**config.mk**
```make
export PLATFORM = sky130hd
export DESIGN_NAME = base2048_bit_regrouper
export DESIGN_NICKNAME = d
export VERILOG_FILES = /design/src/rtl/b2k_pkg.sv /design/src/rtl/b2k_front.sv /design/src/rtl/b2k_fifo.sv /design/src/rtl/b2k_back.sv /design/src/rtl/base2048_bit_regrouper.sv
export VERILOG_INCLUDE_DIRS = /design/src /design/src/rtl
export SDC_FILE = /design/constraint.sdc
export NUM_CORES = 1
export LEC_CHECK = 0
export BUFFER_PORTS_ARGS = -buffer_cell sky130_fd_sc_hd__buf_2
export CAP_MARGIN = 20
export CORE_MARGIN = 2
export CORE_UTILIZATION = 28
export CTS_CLUSTER_DIAMETER = 100
export CTS_CLUSTER_SIZE = 40
export DETAILED_ROUTE_END_ITERATION = 16
export PLACE_DENSITY = 0.56
export SLEW_MARGIN = 10
export SYNTH_ARGS = -nofsm -noshare
export SYNTH_HDL_FRONTEND = slang
export SYNTH_SLANG_ARGS = --single-unit
```
**constraint.sdc**
```tcl
create_clock -name clk -period 5.5 [get_ports clk]
set_input_delay 0.275 -clock clk [delete_from_list [all_inputs] [get_ports clk]]
set_output_delay 0.275 -clock clk [all_outputs]
set_load 0.02 [all_outputs]
```
**src/rtl/base2048_bit_regrouper_assert.svh**
```systemverilog
// Assertion macros shared by the bit regrouper RTL.
// Needs clk and rst_n in scope where used; no other dependencies.
`ifndef BASE2048_BIT_REGROUPER_ASSERT_SVH
`define BASE2048_BIT_REGROUPER_ASSERT_SVH

// Same-cycle implication, disabled while in reset
`define B2K_ASSERT_IMP(lbl, ante, cons) \
  lbl: assert property (@(posedge clk) disable iff (!rst_n) (ante) |-> (cons)) \
    else $error("implication check failed");

// Next-cycle implication, disabled while in reset
`define B2K_ASSERT_NEXT(lbl, ante, cons) \
  lbl: assert property (@(posedge clk) disable iff (!rst_n) (ante) |=> (cons)) \
    else $error("next-cycle check failed");

`endif

```
**src/rtl/b2k_pkg.sv**
```systemverilog
// Types and constants for the 8/11-bit regrouping gearbox.
// No dependencies.
package b2k_pkg;

  localparam int BYTE_BITS = 8;
  localparam int WORD_BITS = 11;
  localparam int ACC_W     = 21;  // 10 residual bits plus an 11-bit word
  localparam int CNT_W     = 5;   // holds bit counts up to 21
  localparam int RES_W     = 10;
  localparam int RCNT_W    = 4;

  // Register index, taken from paddr[2]
  localparam logic REG_DIRECTION = 1'b0;
  localparam logic REG_PAD_TAIL  = 1'b1;

  typedef struct packed {
    logic [10:0] value;
    logic        last;
  } in_item_t;

  typedef struct packed {
    logic [10:0] value_res;
    logic        last_of_item;
  } out_item_t;

  // One classified item: bits to emit and how many results it yields
  typedef struct packed {
    logic [ACC_W-1:0] acc;
    logic [CNT_W-1:0] cnt;
    logic             dir;
    logic [1:0]       nres;
    logic             pad;
  } job_t;

endpackage

```
**src/rtl/b2k_front.sv**
```systemverilog
// Front end: appends each item to the residual store and classifies it.
// Depends on b2k_pkg and the assertion macro header.
`include "base2048_bit_regrouper_assert.svh"

module b2k_front (
  input  logic              clk,
  input  logic              rst_n,
  input  logic              dir,
  input  logic              pad_tail,
  input  logic              in_push,
  output logic              in_full,
  input  b2k_pkg::in_item_t in_data,
  input  logic              q_full,
  output logic              job_push,
  output b2k_pkg::job_t     job
);

  logic [b2k_pkg::RES_W-1:0]  res_r,  res_nxt;
  logic [b2k_pkg::RCNT_W-1:0] rc_r,   rc_nxt;
  logic [b2k_pkg::ACC_W-1:0]  acc, keep_mask, keep;
  logic [b2k_pkg::CNT_W-1:0]  cnt, rem;
  logic [1:0]                 nfull;
  logic                       pad;
  logic                       accept;

  assign in_full = q_full;
  assign accept  = in_push && !q_full;

  // Append the item and count full output groups
  always_comb begin
    if (dir) begin
      acc = {res_r, in_data.value};
      cnt = {1'b0, rc_r} + 5'd11;
      if (cnt >= 5'd16) begin
        nfull = 2'd2;
        rem   = cnt - 5'd16;
      end else if (cnt >= 5'd8) begin
        nfull = 2'd1;
        rem   = cnt - 5'd8;
      end else begin
        nfull = 2'd0;
        rem   = cnt;
      end
    end else begin
      acc = {3'b000, res_r, in_data.value[7:0]};
      cnt = {1'b0, rc_r} + 5'd8;
      if (cnt >= 5'd11) begin
        nfull = 2'd1;
        rem   = cnt - 5'd11;
      end else begin
        nfull = 2'd0;
        rem   = cnt;
      end
    end
    pad       = in_data.last && pad_tail && (rem != '0);
    keep_mask = (21'd1 << rem) - 21'd1;
    keep      = acc & keep_mask;
  end

  // Leftover bits stay right-aligned; end of message clears them
  always_comb begin
    if (in_data.last) begin
      res_nxt = '0;
      rc_nxt  = '0;
    end else begin
      res_nxt = keep[b2k_pkg::RES_W-1:0];
      rc_nxt  = rem[b2k_pkg::RCNT_W-1:0];
    end
  end

  always_ff @(posedge clk) begin
    if (!rst_n) begin
      res_r <= '0;
      rc_r  <= '0;
    end else if (accept) begin
      res_r <= res_nxt;
      rc_r  <= rc_nxt;
    end
  end

  // Items that yield nothing never reach the queue
  assign job.acc  = acc;
  assign job.cnt  = cnt;
  assign job.dir  = dir;
  assign job.nres = nfull + {1'b0, pad};
  assign job.pad  = pad;
  assign job_push = accept && ((nfull != 2'd0) || pad);

  `B2K_ASSERT_IMP(a_rc_bound, 1'b1, rc_r <= 4'd10)
  `B2K_ASSERT_NEXT(a_last_clears, accept && in_data.last, rc_r == '0 && res_r == '0)

endmodule

```
**src/rtl/b2k_fifo.sv**
```systemverilog
// Short queue of classified items between front and back end.
// Depends on b2k_pkg and the assertion macro header.
`include "base2048_bit_regrouper_assert.svh"

module b2k_fifo #(
  parameter int DEPTH = 4
) (
  input  logic          clk,
  input  logic          rst_n,
  input  logic          push,
  input  b2k_pkg::job_t wr_data,
  output logic          full,
  input  logic          pop,
  output b2k_pkg::job_t rd_data,
  output logic          empty
);

  localparam int AW = (DEPTH > 1) ? $clog2(DEPTH) : 1;
  localparam int CW = $clog2(DEPTH + 1);

  b2k_pkg::job_t  mem_r [DEPTH];
  logic [AW-1:0]  wr_ptr_r, rd_ptr_r;
  logic [CW-1:0]  cnt_r;

  assign full    = (cnt_r == CW'(DEPTH));
  assign empty   = (cnt_r == '0);
  assign rd_data = mem_r[rd_ptr_r];

  // Storage
  always_ff @(posedge clk) begin
    if (push) begin
      mem_r[wr_ptr_r] <= wr_data;
    end
  end

  // Pointers and fill count
  always_ff @(posedge clk) begin
    if (!rst_n) begin
      wr_ptr_r <= '0;
      rd_ptr_r <= '0;
      cnt_r    <= '0;
    end else begin
      if (push) begin
        wr_ptr_r <= (wr_ptr_r == AW'(DEPTH - 1)) ? '0 : wr_ptr_r + 1'b1;
      end
      if (pop) begin
        rd_ptr_r <= (rd_ptr_r == AW'(DEPTH - 1)) ? '0 : rd_ptr_r + 1'b1;
      end
      if (push && !pop) begin
        cnt_r <= cnt_r + 1'b1;
      end else if (pop && !push) begin
        cnt_r <= cnt_r - 1'b1;
      end
    end
  end

  `B2K_ASSERT_IMP(a_no_overflow, push, !full)

endmodule

```
**src/rtl/b2k_back.sv**
```systemverilog
// Back end: emits head item results into the output register, one per
// cycle unless it stalls. Depends on b2k_pkg and the assertion macro header.
`include "base2048_bit_regrouper_assert.svh"

module b2k_back (
  input  logic               clk,
  input  logic               rst_n,
  input  b2k_pkg::job_t      head,
  input  logic               q_empty,
  output logic               q_pop,
  output logic               out_empty,
  input  logic               out_pop,
  output b2k_pkg::out_item_t out_data
);

  logic [1:0]                k_r,   k_nxt;
  logic [b2k_pkg::CNT_W-1:0] rem_r, rem_nxt;
  logic                      out_valid_r, out_valid_nxt;
  b2k_pkg::out_item_t        out_r, out_nxt;

  logic [b2k_pkg::CNT_W-1:0] cur_rem, ow, sh_dn, sh_up;
  logic [b2k_pkg::ACC_W-1:0] down, up, word;
  logic [1:0]                nfull;
  logic                      is_full, lst, emit;

  // Select the bits of result number k of the head item
  always_comb begin
    cur_rem = (k_r == 2'd0) ? head.cnt : rem_r;
    ow      = head.dir ? 5'd8 : 5'd11;
    nfull   = head.nres - {1'b0, head.pad};
    is_full = (k_r < nfull);
    sh_dn   = cur_rem - ow;
    sh_up   = ow - cur_rem;
    down    = head.acc >> sh_dn;
    up      = head.acc << sh_up;     // zero-padded tail
    word    = is_full ? down : up;
    lst     = (k_r == head.nres - 2'd1);
    emit    = !q_empty && (!out_valid_r || out_pop);
  end

  // Sequencing over the results of one item
  always_comb begin
    k_nxt         = k_r;
    rem_nxt       = rem_r;
    out_nxt       = out_r;
    out_valid_nxt = out_valid_r;
    q_pop         = 1'b0;
    if (emit) begin
      out_nxt.value_res    = head.dir ? {3'b000, word[7:0]} : word[10:0];
      out_nxt.last_of_item = lst;
      out_valid_nxt        = 1'b1;
      if (lst) begin
        q_pop = 1'b1;
        k_nxt = 2'd0;
      end else begin
        k_nxt   = k_r + 2'd1;
        rem_nxt = sh_dn;
      end
    end else if (out_pop) begin
      out_valid_nxt = 1'b0;
    end
  end

  always_ff @(posedge clk) begin
    if (!rst_n) begin
      k_r         <= '0;
      out_valid_r <= 1'b0;
    end else begin
      k_r         <= k_nxt;
      out_valid_r <= out_valid_nxt;
    end
  end

  // Payload registers
  always_ff @(posedge clk) begin
    rem_r <= rem_nxt;
    out_r <= out_nxt;
  end

  assign out_empty = !out_valid_r;
  assign out_data  = out_r;

  `B2K_ASSERT_IMP(a_head_has_results, !q_empty, head.nres != 2'd0 && k_r < head.nres)
  `B2K_ASSERT_IMP(a_pop_on_emit, q_pop, !q_empty && out_valid_nxt)

endmodule

```
**src/rtl/base2048_bit_regrouper.sv**
```systemverilog
// Bit regrouping gearbox between 8-bit bytes and 11-bit words, MSB first.
// Input queue side: in_push / in_full, item in in_data (value, last).
//   An item is taken at an edge with in_push high and in_full low.
// Result queue side: out_empty / out_pop, oldest result in out_data
//   (value_res, last_of_item); taken at an edge with out_pop high and
//   out_empty low. last_of_item marks the final result of an input item.
// Configuration: APB-style write/read port, direction at 0x0, pad_tail at
//   0x4, one bit each; write only while the block is idle. pready is tied high.
// Result path: with the queue empty and the output register free, a taken
//   item is written into the queue and its first result goes from there into
//   the output register. Items that yield nothing produce no result.
// Throughput: the back end emits one result per cycle while the receiver takes
//   them, and an item yields 0 to 3 results; the input side keeps taking
//   items until the QDEPTH-entry queue between front and back end fills.
// Reset (rst_n, synchronous, low) clears the residual bits, empties the queue and
//   the output register; direction resets to pack, pad_tail to 1.
// When the receiver stalls, the output register holds its result, the queue
//   fills, and then in_full rises until results are taken again.
// Depends on b2k_pkg, b2k_front, b2k_fifo, b2k_back.

module base2048_bit_regrouper #(
  parameter int QDEPTH = 4
) (
  input  logic               clk,
  input  logic               rst_n,
  // input channel
  input  logic               in_push,
  output logic               in_full,
  input  b2k_pkg::in_item_t  in_data,
  // result channel
  output logic               out_empty,
  input  logic               out_pop,
  output b2k_pkg::out_item_t out_data,
  // configuration
  input  logic               psel,
  input  logic               penable,
  input  logic               pwrite,
  input  logic [2:0]         paddr,
  input  logic [31:0]        pwdata,
  output logic [31:0]        prdata,
  output logic               pready
);

  logic          dir_r, pad_r;
  logic          cfg_wr;
  logic          q_full, q_empty, q_push, q_pop;
  b2k_pkg::job_t job, head;

  // Configuration registers
  assign pready = 1'b1;
  assign cfg_wr = psel && penable && pwrite && pready;

  always_ff @(posedge clk) begin
    if (!rst_n) begin
      dir_r <= 1'b0;
      pad_r <= 1'b1;
    end else if (cfg_wr) begin
      case (paddr[2])
        b2k_pkg::REG_DIRECTION: dir_r <= pwdata[0];
        b2k_pkg::REG_PAD_TAIL:  pad_r <= pwdata[0];
        default: ;
      endcase
    end
  end

  always_comb begin
    case (paddr[2])
      b2k_pkg::REG_DIRECTION: prdata = {31'd0, dir_r};
      b2k_pkg::REG_PAD_TAIL:  prdata = {31'd0, pad_r};
      default:                prdata = '0;
    endcase
  end

  b2k_front u_front (
    .clk      (clk),
    .rst_n    (rst_n),
    .dir      (dir_r),
    .pad_tail (pad_r),
    .in_push  (in_push),
    .in_full  (in_full),
    .in_data  (in_data),
    .q_full   (q_full),
    .job_push (q_push),
    .job      (job)
  );

  b2k_fifo #(
    .DEPTH (QDEPTH)
  ) u_fifo (
    .clk     (clk),
    .rst_n   (rst_n),
    .push    (q_push),
    .wr_data (job),
    .full    (q_full),
    .pop     (q_pop),
    .rd_data (head),
    .empty   (q_empty)
  );

  b2k_back u_back (
    .clk       (clk),
    .rst_n     (rst_n),
    .head      (head),
    .q_empty   (q_empty),
    .q_pop     (q_pop),
    .out_empty (out_empty),
    .out_pop   (out_pop),
    .out_data  (out_data)
  );

endmodule

```
Word-level counts from Yosys, hierarchy flattened

Memory sizes are Yosys's and may differ from the RTL's. A register that Yosys moved wholly into a read port is not among the register bits.
Cells that the tools add are included.

Add/sub/neg operators: 16
Order comparisons: 4
Equal/unequal tests: 4
Shifts and indexed selects: 3
Muxes and demuxes: 29
Bitwise logic cells: 3
Reduce and logical (&&, ||, !) cells: 25

Operator list:

| operator                                                                            | number |
|---|---|
| 32-bit one-hot mux with 2 select lines                                              | 1 |
| 5-bit 2-to-1 mux                                                                    | 6 |
| 21-bit 2-to-1 mux                                                                   | 1 |
| 21-bit by 5-bit << shifter with 11-bit output                                       | 1 |
| 21-bit by 5-bit >> shifter with 11-bit output                                       | 1 |
| 2-bit 2-to-1 mux                                                                    | 8 |
| 11-bit 2-to-1 mux                                                                   | 1 |
| 4-bit by 4-bit adder with 5-bit output, second input constant                       | 2 |
| 10-bit AND                                                                          | 1 |
| 5-bit by 4-bit greater-or-equal comparator with 1-bit output, second input constant | 2 |
| 10-bit 2-to-1 mux                                                                   | 1 |
| 1-bit by 5-bit << shifter with 10-bit output, first input constant                  | 1 |
| 10-bit by 1-bit subtractor with 10-bit output, second input constant                | 1 |
| 5-bit by 4-bit subtractor with 5-bit output, second input constant                  | 2 |
| 5-bit subtractor                                                                    | 2 |
| 1-bit logical AND                                                                   | 9 |
| 1-bit 2-to-1 mux                                                                    | 8 |
| 2-bit by 1-bit adder with 2-bit output, second input constant                       | 3 |
| 3-bit 2-to-1 mux                                                                    | 2 |
| 2-bit AND reduction                                                                 | 3 |
| 2-bit nonzero test                                                                  | 3 |
| 5-bit greater-or-equal comparator, second input constant                            | 1 |
| 1-bit zero test                                                                     | 5 |
| 5-bit nonzero test                                                                  | 1 |
| 15 further kinds                                                                    | 18 |

Register bits after elaboration: 43
Memory bits (writable): 120
Input bits: 54
Output and inout port bits: 47
Word-level logic and storage cells: 98
Memories kept: 1

Memory list:

| memory       | depth | bits a word | rd ports | clocked after memory_dff | wr ports | RTL line       | text |
|---|---|---|---|---|---|---|---|
| u_fifo.mem_r | 4     | 30          | 1        | 1                        | 1        | b2k_fifo.sv:21 | `b2k_pkg::job_t mem_r [DEPTH];` |

Depth between registers and ports, before layout

Gate-level depths: netlist (run 1).

Depth after elaboration: 13
Depth in mapped cells: 18
Mapped depth without buffers: 16

Cells and area by module

From an unflattened synthesis (run 1), not the netlist that was laid out.

Cells, all modules: 689
Area, all modules: 9122.5 µm²

Modules (own cells, without submodules):

| module                 | instances | cells each | area an instance (µm²) | seq. area each (µm²) |
|---|---|---|---|---|
| b2k_fifo               | 1         | 200        | 4785.8                 | 3783.6 |
| b2k_back               | 1         | 259        | 2444.8                 | 570.5 |
| b2k_front              | 1         | 185        | 1537.7                 | 280.3 |
| base2048_bit_regrouper | 1         | 45         | 354.1                  | 40.0 |

Worst setup path after synthesis (run 1)

Ideal clock, no wire load.

Kind: reg2reg
Start: register with a tool-made name
End: register u_back.out_r, in the netlist u_back.out_data[5], data pin
Library setup time: 0.265 ns
Arrival time: 4.306 ns
Data required time: 5.235 ns
Path slack: 0.930 ns
Stages on the path, launching flop included: 16
Path buffers: 6
Clock period less this slack: 4.570 ns
Cells stage by stage: dfxtp_1 -> buf_6 -> buf_2 -> clkbuf_1 -> buf_1 -> mux4_2 -> mux2i_1 -> ha_1 -> clkbuf_1 -> clkbuf_1 -> mux4_2 -> mux2_2 -> mux2_2 -> mux2_2 -> mux2i_1 -> o21ai_0

RTL lines:

| element              | RTL line       | text |
|---|---|---|
| end signal, assigned | b2k_back.sv:77 | `out_r <= out_nxt;` |
| end, declared        | b2k_back.sv:19 | `b2k_pkg::out_item_t out_r, out_nxt;` |

==> results of run 1 <==
-- worst max path at each step --
stage,startpoint,to,slack [ps],depth (start not counted)
after global placement,u_front.rc_r[2],u_fifo.cnt_r[2],1030,15
final,u_front.rc_r[2],u_fifo.cnt_r[2],970,15
after detailed placement,u_front.rc_r[2],u_fifo.cnt_r[2],990,15
after floorplan,flip-flop,u_back.out_data[5],930,15
after CTS,u_front.rc_r[2],u_fifo.cnt_r[2],970,15
after global routing,u_front.rc_r[2],u_fifo.cnt_r[2],560,15
-- flip-flops by register name (all words and copies together) (netlist names), named ones only --
name                cells
u_back.out_data        12
u_back.rem_r            5
u_fifo.mem_r          120
u_back.k_r              2
u_back.out_valid_r      1
u_fifo.cnt_r            3
pad_r                   1
dir_r                   1
u_front.rc_r            4
u_fifo.wr_ptr_r         2
u_fifo.rd_ptr_r         2
u_front.res_r          10
-- Yosys cell counts (3+ instances only) --
library cell  count
a21boi_0         10
a21oi_1          15
a22o_1            3
a22oi_1           8
a31oi_1           7
a32oi_1           3
and2_1           13
buf_1             6
buf_2            10
buf_4            32
clkbuf_1         24
dfxtp_1          28
edfxtp_1        137
fa_1              3
ha_1             20
inv_1            27
mux2_2           38
mux2i_1          37
mux4_2           56
nand2_1          53
nand2b_1          6
nand3_1          14
nand4_1           4
nand4b_1          7
nor2_1           29
nor2b_1          12
nor3_1            9
nor3b_1           3
o211ai_1          6
o21ai_0          28
o22ai_1           5
or2_2             3
or3_1             4
xnor2_1          10
xor2_1            5
-- power breakdown --
part	switching (W)	internal (W)	total, W	leakage, nW
registers	0.0000870	0.00163	0.00171	1.51
logic	0.00220	0.00159	0.00380	1.84
clock network	0.000484	0.000710	0.00119	0.295
total	0.00277	0.00393	0.00670	3.65
-- worst register-to-register path, delay by kind of cell, from the launching register on --
family | cells | cell delay [ps]
DFF | 1 | 590
adders and majority gates | 3 | 810
xor gates and xnor gates | 2 | 460
buffers and inverters | 2 | 130
and+or+nand+nor | 2 | 580
AOI/OAI and AO/OA | 6 | 1890
-- metal layers --
metal / wire length [µm] / vias up
li1: - / 2720
met1: 9910 / 2816
met2: 8740 / 160
met3: 980 / 13
met4: 218 / 0
met5: 0 / -
-- per-stage QoR --
step                std cells  worst slack (ps)  instance area, µm²
global route             1192               560               10500
CTS                      1192               968               10500
floorplan                 743               930                9470
finish                   1192               969               10500
detailed placement       1160               988                9880
global placement         1160              1030                9880
-- layout make-up --
class	instances	area share
Clock buffer	24	0.0492
Clock inverter	8	0.00812
Inverter	30	0.0110
Multi-Input combinational cell	475	0.407
Sequential cell	165	0.446
Tap cell	442	0.0528
Timing Repair Buffer	48	0.0260
-- cell families after synthesis --
family | count (synthesis) | synth area share
flip-flops | 165 | 0.500
AND/OR/NAND/NOR | 164 | 0.0882
multiplexers | 135 | 0.231
AO/OA/AOI/OAI | 105 | 0.0738
buffers and inverters | 103 | 0.0566
adder cells (fa/ha/maj) | 23 | 0.0332
XOR/XNOR | 16 | 0.0170
other | 2 | 0.000803
==> key figures, run 1 <==
Floorplan
  • Initial Util: 0.286
  • IO Pins: 101
  • Die height: 187 µm
  • Row count: between 60 and 70
  • Die X: ~190 µm
  • DIE AREA: 34900 µm²
  • Core Region: 32700 µm²

Setup path
  • Most used cell, CP: a31oi_1
  • Worst Setup End Kind: flip-flop
  • Critical path's slowest cell: dfxtp_1
  • Cell depth of the worst flop-to-flop path: 15
  • Crit Path Max Fanout: 13
  • Cell Chain, Critical Path: o21ai_0 -> xnor2_1 -> inv_1 -> ha_1 -> or2_2 -> a31oi_1 -> a31oi_1 -> a31oi_1 -> o21a_1 -> ha_1 -> inv_1 -> fa_1 -> xor2_1 -> or3_1 -> a21boi_0
  • Critical path startpoint category: flip-flop
  • CP Data Required Time: 5850 ps
  • CP Buf/Inv Count: 2
  • Reg2Reg Setup Slack: 970 ps
  • WP data arrival: 4890 ps
  • R2r startpoint: u_front.rc_r[2]
  • Top cell family by delay on the critical path: compound AO/OA/AOI/OAI gates
  • RR Endpoint: u_fifo.cnt_r[2]
  • Max stage delay on crit path: about 600 ps
  • Crit Path Category: reg2reg

Clock tree
  • Clk_lat worst skew: 420 ps
  • Root buffer cell: clkbuf_16
  • H-tree lvl count: 4
  • CTS Hold Bufs: 0
  • Clock Sinks: around 170
  • Clock Path Buffers: 2
  • Resized Gates After CTS: 0
  • CTS Buf Count: 17
  • CTS tree: yes
  • Clock slew at reported path FFs: roughly 70 ps
  • Post-CTS Setup Bufs: 0

Drt
  • Drt drc: 0
  • Routed via count: 5709
  • Detail Route Antenna Nets: 0
  • Overall routed net length: 19800 µm
  • Wire length per cell: between 15 and 20 µm
  • Vias per cell: 4.79
  • Initial drt markers: 443
  • Drt first pass iters: 5

STA
  • RSZ-0062 raised after global routing: false
  • Fin. max-slew vios: 0
  • Max transition margin: 0.415
  • Tmin final: about 4500 ps
  • Final hold slack: 86.1 ps
  • Least-Margin Pin Slew: 871 ps
  • Final worst-path cycle share: 0.824
  • Clk_skew: 13.1 ps
  • # setup viols final: 0
  • Setup tns final: 0 ps
  • Fin. Hold Viols: 0
  • Fmax: between 200 and 250 MHz

Global routing
  • Most used routing layer: met1
  • Total routing usage reported by global routing: 0.116
  • Met2 GRT Util: 0.167
  • M1 GR Usage: 0.175
  • Met3 usage: 0.0250
  • Gr ovfl total: 0
  • Initial antenna violation count: 0
  • Vias in the first global route: roughly 5500
  • First-pass GRT wire length: 31700 µm
  • Largest net degree at the start of global routing: 47

Synth
  • Cell taking the most area after synthesis: edfxtp_1
  • Area share of the largest cell type after synthesis: 0.440
  • Post-Syn Instances: roughly 710
  • Post-synth EDFFs: about 140
  • Synth Cell Area: 9350 µm²
  • Top cells by area, synth: edfxtp_1, mux4_2, dfxtp_1
  • Ys async rst share: 0
  • Syn. warnings: 0
  • Yosys reg bits: 165
  • Sequential area share after synthesis: 0.500
  • Top FF cell, synth: edfxtp_1
  • Avg Cell Area, Syn: 13.1 µm²
  • Synth unique cells: 64

Min path
  • Min-Delay Endpoint: pad_r
  • Hold Startpoint: pwdata[0]
  • Hold crit path type: in2reg
  • Hold path depth: 3

Power and ir drop
  • Leakage: about 3.6 nW
  • Power per cell area: 640 nW/µm²
  • Total power: 0.00670 W
  • VDD IR max: 0.459 mV

Run status
  • Outcome: finished clean

Finish
  • Fillers: 3269
  • Syn-to-layout area delta: 12.1%
  • Multi-input logic area: 4260 µm²
  • Commonest non-fill, non-tap cells in the layout: edfxtp_1, mux4_2, nand2_1
  • # nets final: 814
  • Core Util, Final: 0.320
  • Commonest non-fill, non-tap cell in the layout: edfxtp_1
  • Sequential cell area: 4680 µm²
  • # diodes: 0
  • Share of layout cells above drive strength 1: 0.248

Placed design
  • IO buf count: 35
  • GPL Wtd Cong: 0.826
  • Post-detail-place hpwl: about 14000 µm

Job
  • Max_cap viols: 0
(Power assumes the default switching activity.)
==> inputs of run 2 (changes only) <==
Settings changed: PLACE_DENSITY 0.56 to 0.58.
Clock period 5.5 ns to 4.1 ns, I/O delays scaled along.
==> run 2 against run 1 <==
Effect of this change: register-to-register slack lost 610 ps; power grew 35%; core utilization grew 0.59 points; clock skew shrank 2.1 ps; global-route usage is essentially flat; sequential share of layout area shrank 0.81 points; cell count grew 1.5%; design area grew 1.9%; die area is the same.
==> key figures, run 2 (synthesis results as in run 1) <==
Run status
  • Outcome: finished clean

Finish
  • Commonest non-fill, non-tap cells in the layout: edfxtp_1, mux4_2, nand2_1
  • # diodes: 0
  • Fillers: 3274
  • Max FFs per register: 120
  • Share of layout cells above drive strength 1: 0.266
  • Post-route insts no fill: approximately 1200
  • Core Util, Final: 0.326
  • Reg with most FFs: u_fifo.mem_r
  • Commonest non-fill, non-tap cell in the layout: edfxtp_1
  • Syn-to-layout area delta: 14.1%
  • # nets final: between 800 and 900

Power and ir drop
  • Combinational power share: 0.575
  • Total power: roughly 0.0091 W
  • Pint: 0.00533 W
  • Leakage: 3.73 nW
  • P_sw: roughly 0.0037 W
  • VDD IR max: roughly 0.47 mV
  • Switching share of power: 0.413
  • Power per cell area: 850 nW/µm²
  • Sequential share of power: 0.252
  • Clock share of power: 0.173

Global routing
  • Largest net degree at the start of global routing: 44
  • Initial antenna violation count: 0
  • Gr ovfl total: 0
  • Total routing usage reported by global routing: 0.116
  • Vias in the first global route: 5620
  • First-pass GRT wire length: 31900 µm

Min path
  • Hold Startpoint: in_data[1]
  • Hold crit path type: in2reg

Clock tree
  • Clk_lat worst skew: 430 ps
  • H-tree lvl count: 4
  • Post-CTS Setup Bufs: 0
  • CTS tree: yes
  • Root buffer cell: clkbuf_16
  • Clock slew at reported path FFs: approximately 70 ps
  • Clock Path Buffers: 2
  • Clock Sinks: 165
  • CTS Buf Count: 17

Drt
  • Wire length per cell: 16.6 µm
  • Overall routed net length: 20000 µm
  • Drt first pass iters: 5
  • Drt drc: 0
  • Vias per cell: 4.76
  • Routed via count: 5764
  • Initial drt markers: 407
  • Detail Route Antenna Nets: 0

Placed design
  • IO buf count: 35
  • Post-detail-place hpwl: 14500 µm
  • GPL Wtd Cong: approximately 0.84
  • Cells after DPL: approximately 1200

Setup path
  • WP data arrival: 4100 ps
  • Cell Chain, Critical Path: inv_1 -> ha_4 -> nor2_1 -> nor2_1 -> ha_1 -> or2_2 -> nand4_1 -> a22o_1 -> nand2_1 -> or2_2 -> or3b_2 -> ha_1 -> or2_2 -> o31ai_1 -> a22oi_1 -> o21ai_0
  • Worst Setup End Kind: flip-flop
  • Critical path's slowest cell: or3b_2
  • Max stage delay on crit path: ~440 ps
  • Worst Setup SP: u_front.rc_r[0]
  • Critical path startpoint category: flip-flop
  • Most used cell, CP: or2_2
  • Crit Path Category: reg2reg
  • Crit Path Max Fanout: 7
  • CP Data Required Time: roughly 4500 ps
  • R2r startpoint: u_front.rc_r[0]

STA
  • Fmax: 268 MHz
  • RSZ-0062 raised after global routing: false
  • # setup viols final: 0
  • Tmin final: 3740 ps
  • Clk_skew: 11.1 ps
  • Setup tns final: 0 ps
  • Fin. Hold Viols: 0
  • Least-Margin Pin Slew: 823 ps
  • Final worst-path cycle share: 0.912
  • Fin. max-slew vios: 0
  • Max transition margin: 0.447

Floorplan
  • Die height: 187 µm
  • Row count: between 60 and 70
  • Die X: approximately 190 µm
  • DIE AREA: 34900 µm²
  • Core Region: 32700 µm²
  • IO Pins: 101
  • Initial Util: 0.286

Job
  • Max_cap viols: 0
[run 2: layout make-up]
| class | instances | area, µm² | share of cell area |
|---|---|---|---|
| multi-input combinational | 475 | 4270 | 0.400 |
| clock inverter | 13 | 149 | 0.0139 |
| tap | 442 | 553 | 0.0518 |
| sequential | 165 | 4680 | 0.438 |
| timing repair buffer | 66 | 473 | 0.0443 |
| inverter | 30 | 115 | 0.0108 |
| clock buffer | 19 | 433 | 0.0406 |
[run 2: metal layers]
metal / share of wire / up-vias / wire length [µm] / GRT usage
met5: 0 / - / 0 / 0
met4: 0.014 / 0 / 289 / 0.0348
met3: 0.047 / 22 / 947 / 0.0263
met2: 0.45 / 144 / 8930 / 0.172
met1: 0.49 / 2860 / 9870 / 0.169
li1: - / 2738 / - / -
[run 2: per-stage QoR]
| stage | area [µm²] | setup WS (ps) | hold slack (ps) |
|---|---|---|---|
| 2_1_floorplan | 9470 | 9.38 | 304 |
| 3_3_place_gp | 10100 | 325 | 439 |
| 3_5_place_dp | 10100 | 309 | 442 |
| 4_1_cts | 10700 | 277 | 21.5 |
| 5_1_grt | 10700 | 44.0 | 30.8 |
| 6_report | 10700 | 362 | 43.2 |
[run 2: worst paths after layout]
path	endpoint	slack, ps	cells after the start
worst max-delay path	u_front.res_r[4]	360	16
worst max register to register	u_front.res_r[4]	360	16
worst min register to register	u_front.res_r[0]	480	2
worst min-delay path	u_fifo.mem_r[3][9]	40	1
[run 2: power by group through the flow]
stage               combinational [W]  clock (W)  sequential [W]
global placement              0.00520          0         0.00232
global route                  0.00572    0.00168         0.00232
detailed placement            0.00522          0         0.00233
CTS                           0.00524    0.00161         0.00229
finish                        0.00521    0.00157         0.00229
floorplan                     0.00391          0         0.00237
[run 2: critical path, delay by kind of cell (launching register included)]
family	cells	cell delay, ps
flip-flops	1	430
adder cells (fa/ha/maj)	3	610
AO/OA/AOI/OAI	4	740
buffers and inverters	1	130
AND/OR/NAND/NOR	8	1750
[run 2: what timing repair did]
item	in CTS	in global routing
setup endpoints to repair	0	2
gates resized for setup	0	3
hold endpoints to repair	1	0
hold buffers	1	0
==> inputs of run 3 (changes only) <==
Settings changed: CORE_MARGIN 2 to 3.
==> run 3 against run 2 <==
Effect of this change: wire length grew 0.49%; first-iteration DRC count shrank 8.1%; via count shrank 0.42%; sequential power is essentially flat; fmax shrank 0.80%; die area grew 2.2%; critical endpoint is now u_fifo.cnt_r[2]; largest power group unchanged; highest routed layer unchanged.
==> key figures, run 3 (synthesis results as in run 1) <==
Power and ir drop
  • Total power: 0.00903 W
  • Sequential share of power: 0.254
  • Switching share of power: 0.413
  • P_sw: 0.00373 W
  • VDD IR max: 0.573 mV
  • Power per cell area: 847 nW/µm²
  • Pint: about 0.0053 W
  • Leakage: 3.73 nW
  • Clock share of power: 0.169
  • Combinational power share: 0.578

Clock tree
  • CTS Buf Count: 17
  • Root buffer cell: clkbuf_16
  • CTS tree: yes
  • Clock Path Buffers: 2
  • H-tree lvl count: 4
  • Post-CTS Setup Bufs: 0
  • Clock Sinks: 165
  • Clock slew at reported path FFs: 60 ps
  • Clk_lat worst skew: approximately 430 ps

Setup path
  • Critical path startpoint category: flip-flop
  • Worst Setup End Kind: flip-flop
  • Crit Path Category: reg2reg
  • WP data arrival: 4130 ps
  • Crit Path Max Fanout: 7
  • CP Data Required Time: 4460 ps
  • Cell depth of the worst flop-to-flop path: 16

Drt
  • Overall routed net length: 20100 µm
  • Routed via count: roughly 5700
  • Vias per cell: 4.75
  • Wire length per cell: between 15 and 20 µm
  • Drt first pass iters: 6
  • Detail Route Antenna Nets: 0
  • Drt drc: 0
  • Initial drt markers: 374

Placed design
  • Placed cell area: 10100 µm²
  • IO buf count: 35
  • Cells after DPL: around 1200
  • GPL Wtd Cong: 0.849
  • Post-detail-place hpwl: ~15000 µm

Finish
  • Reg with most FFs: u_fifo.mem_r
  • Syn-to-layout area delta: 14.1%
  • Max FFs per register: 120
  • Fin area: around 11000 µm²
  • Multi-input logic area: 4280 µm²
  • Fillers: 3272
  • Post-route insts no fill: 1209
  • # diodes: 0
  • Share of layout cells above drive strength 1: 0.272
  • Commonest non-fill, non-tap cell in the layout: edfxtp_1
  • # nets final: around 830
  • Sequential cell area: 4680 µm²
  • Commonest non-fill, non-tap cells in the layout: edfxtp_1, mux4_2, nand2_1

STA
  • RSZ-0062 raised after global routing: false
  • Max transition margin: 0.409
  • Final worst-path cycle share: 0.919
  • Fin. max-slew vios: 0
  • Setup tns final: 0 ps
  • Tmin final: 3770 ps
  • Fmax: 265 MHz
  • # setup viols final: 0
  • Fin. Hold Viols: 0
  • Clk_skew: 19.7 ps
  • Least-Margin Pin Slew: 880 ps

Floorplan
  • DIE AREA: 35600 µm²
  • Core Region: 32700 µm²
  • Initial Util: 0.286
  • IO Pins: 101
  • Die X: between 150 and 200 µm
  • Die height: 189 µm
  • Row count: 66

Global routing
  • Vias in the first global route: 5763
  • Total routing usage reported by global routing: 0.117
  • Gr ovfl total: 0
  • Initial antenna violation count: 0
  • Largest net degree at the start of global routing: 44
  • First-pass GRT wire length: 32500 µm

Run status
  • Outcome: finished clean

Job
  • Max_cap viols: 0

Min path
  • Hold path depth: 1
  • Hold crit path type: in2reg
[run 3: changes by cell type in the layout (fill, tap and decap cells not counted), moves of 2 or more]
| cell | change |
|---|---|
| clkbuf_8 | +4 |
| clkinv_1 | -2 |
| inv_8 | -2 |
| clkinv_2 | +2 |
| bufinv_16 | -2 |
| clkinv_4 | -2 |
[run 3: worst max-delay path: stages, from the launching register on]
cell and delay [ps]:
dfxtp_1 440, inv_1 130, ha_4 200, nor2_1 140, nor2_1 80, ha_1 200
or2_2 290, a31oi_1 240, a31oi_2 150, a31oi_1 360, o21a_1 200, ha_1 200
inv_1 60, fa_1 370, xor2_1 170, or3_1 300, a21boi_0 160
[run 3: path summary, 6_finish.rpt]
check / startpoint / to / slack, ps
worst max register to register: u_front.rc_r[0] / u_fifo.cnt_r[2] / 330
worst min register to register: u_back.out_valid_r / u_back.out_valid_r / 480
worst max-delay path: u_front.rc_r[0] / u_fifo.cnt_r[2] / 330
worst min-delay path: in_data[1] / u_fifo.mem_r[2][9] / 40
[run 3: layer usage]
metal,track usage,part of all wire
met2,0.175,0.44
met1,0.168,0.49
met3,0.0253,0.049
met5,0,0
met4,0.0395,0.015
[run 3: power groups by stage]
stage | clock (W) | combinational [W] | sequential (W)
after floorplan | 0 | 0.00391 | 0.00237
after global placement | 0 | 0.00519 | 0.00233
after detailed placement | 0 | 0.00522 | 0.00233
after CTS | 0.00157 | 0.00523 | 0.00230
after global routing | 0.00164 | 0.00574 | 0.00232
final | 0.00152 | 0.00522 | 0.00229
[run 3: final cells by class]
cell class | instances | area share
inverters | 30 | 0.0108
repair buffers | 65 | 0.0436
flip-flops and latches | 165 | 0.438
multi-input cells | 475 | 0.401
clock buffers | 23 | 0.0477
clock inverters | 9 | 0.00610
well taps | 442 | 0.0518
[run 3: timing repair]
item	in CTS	in global routing
resized for setup	0	5
hold endpoints to repair	1	0
setup endpoints to repair	0	5
hold buffers	1	0
[run 3: through the flow]
stage | hold slack [ps] | utilization | worst slack, ps
finish | 37.9 | 0.326 | 331
global route | 33.9 | 0.326 | 22.8
CTS | 22.7 | 0.326 | 124
detailed placement | 439 | 0.308 | 152
global placement | 441 | 0.308 | 219
floorplan | 304 | - | 9.38
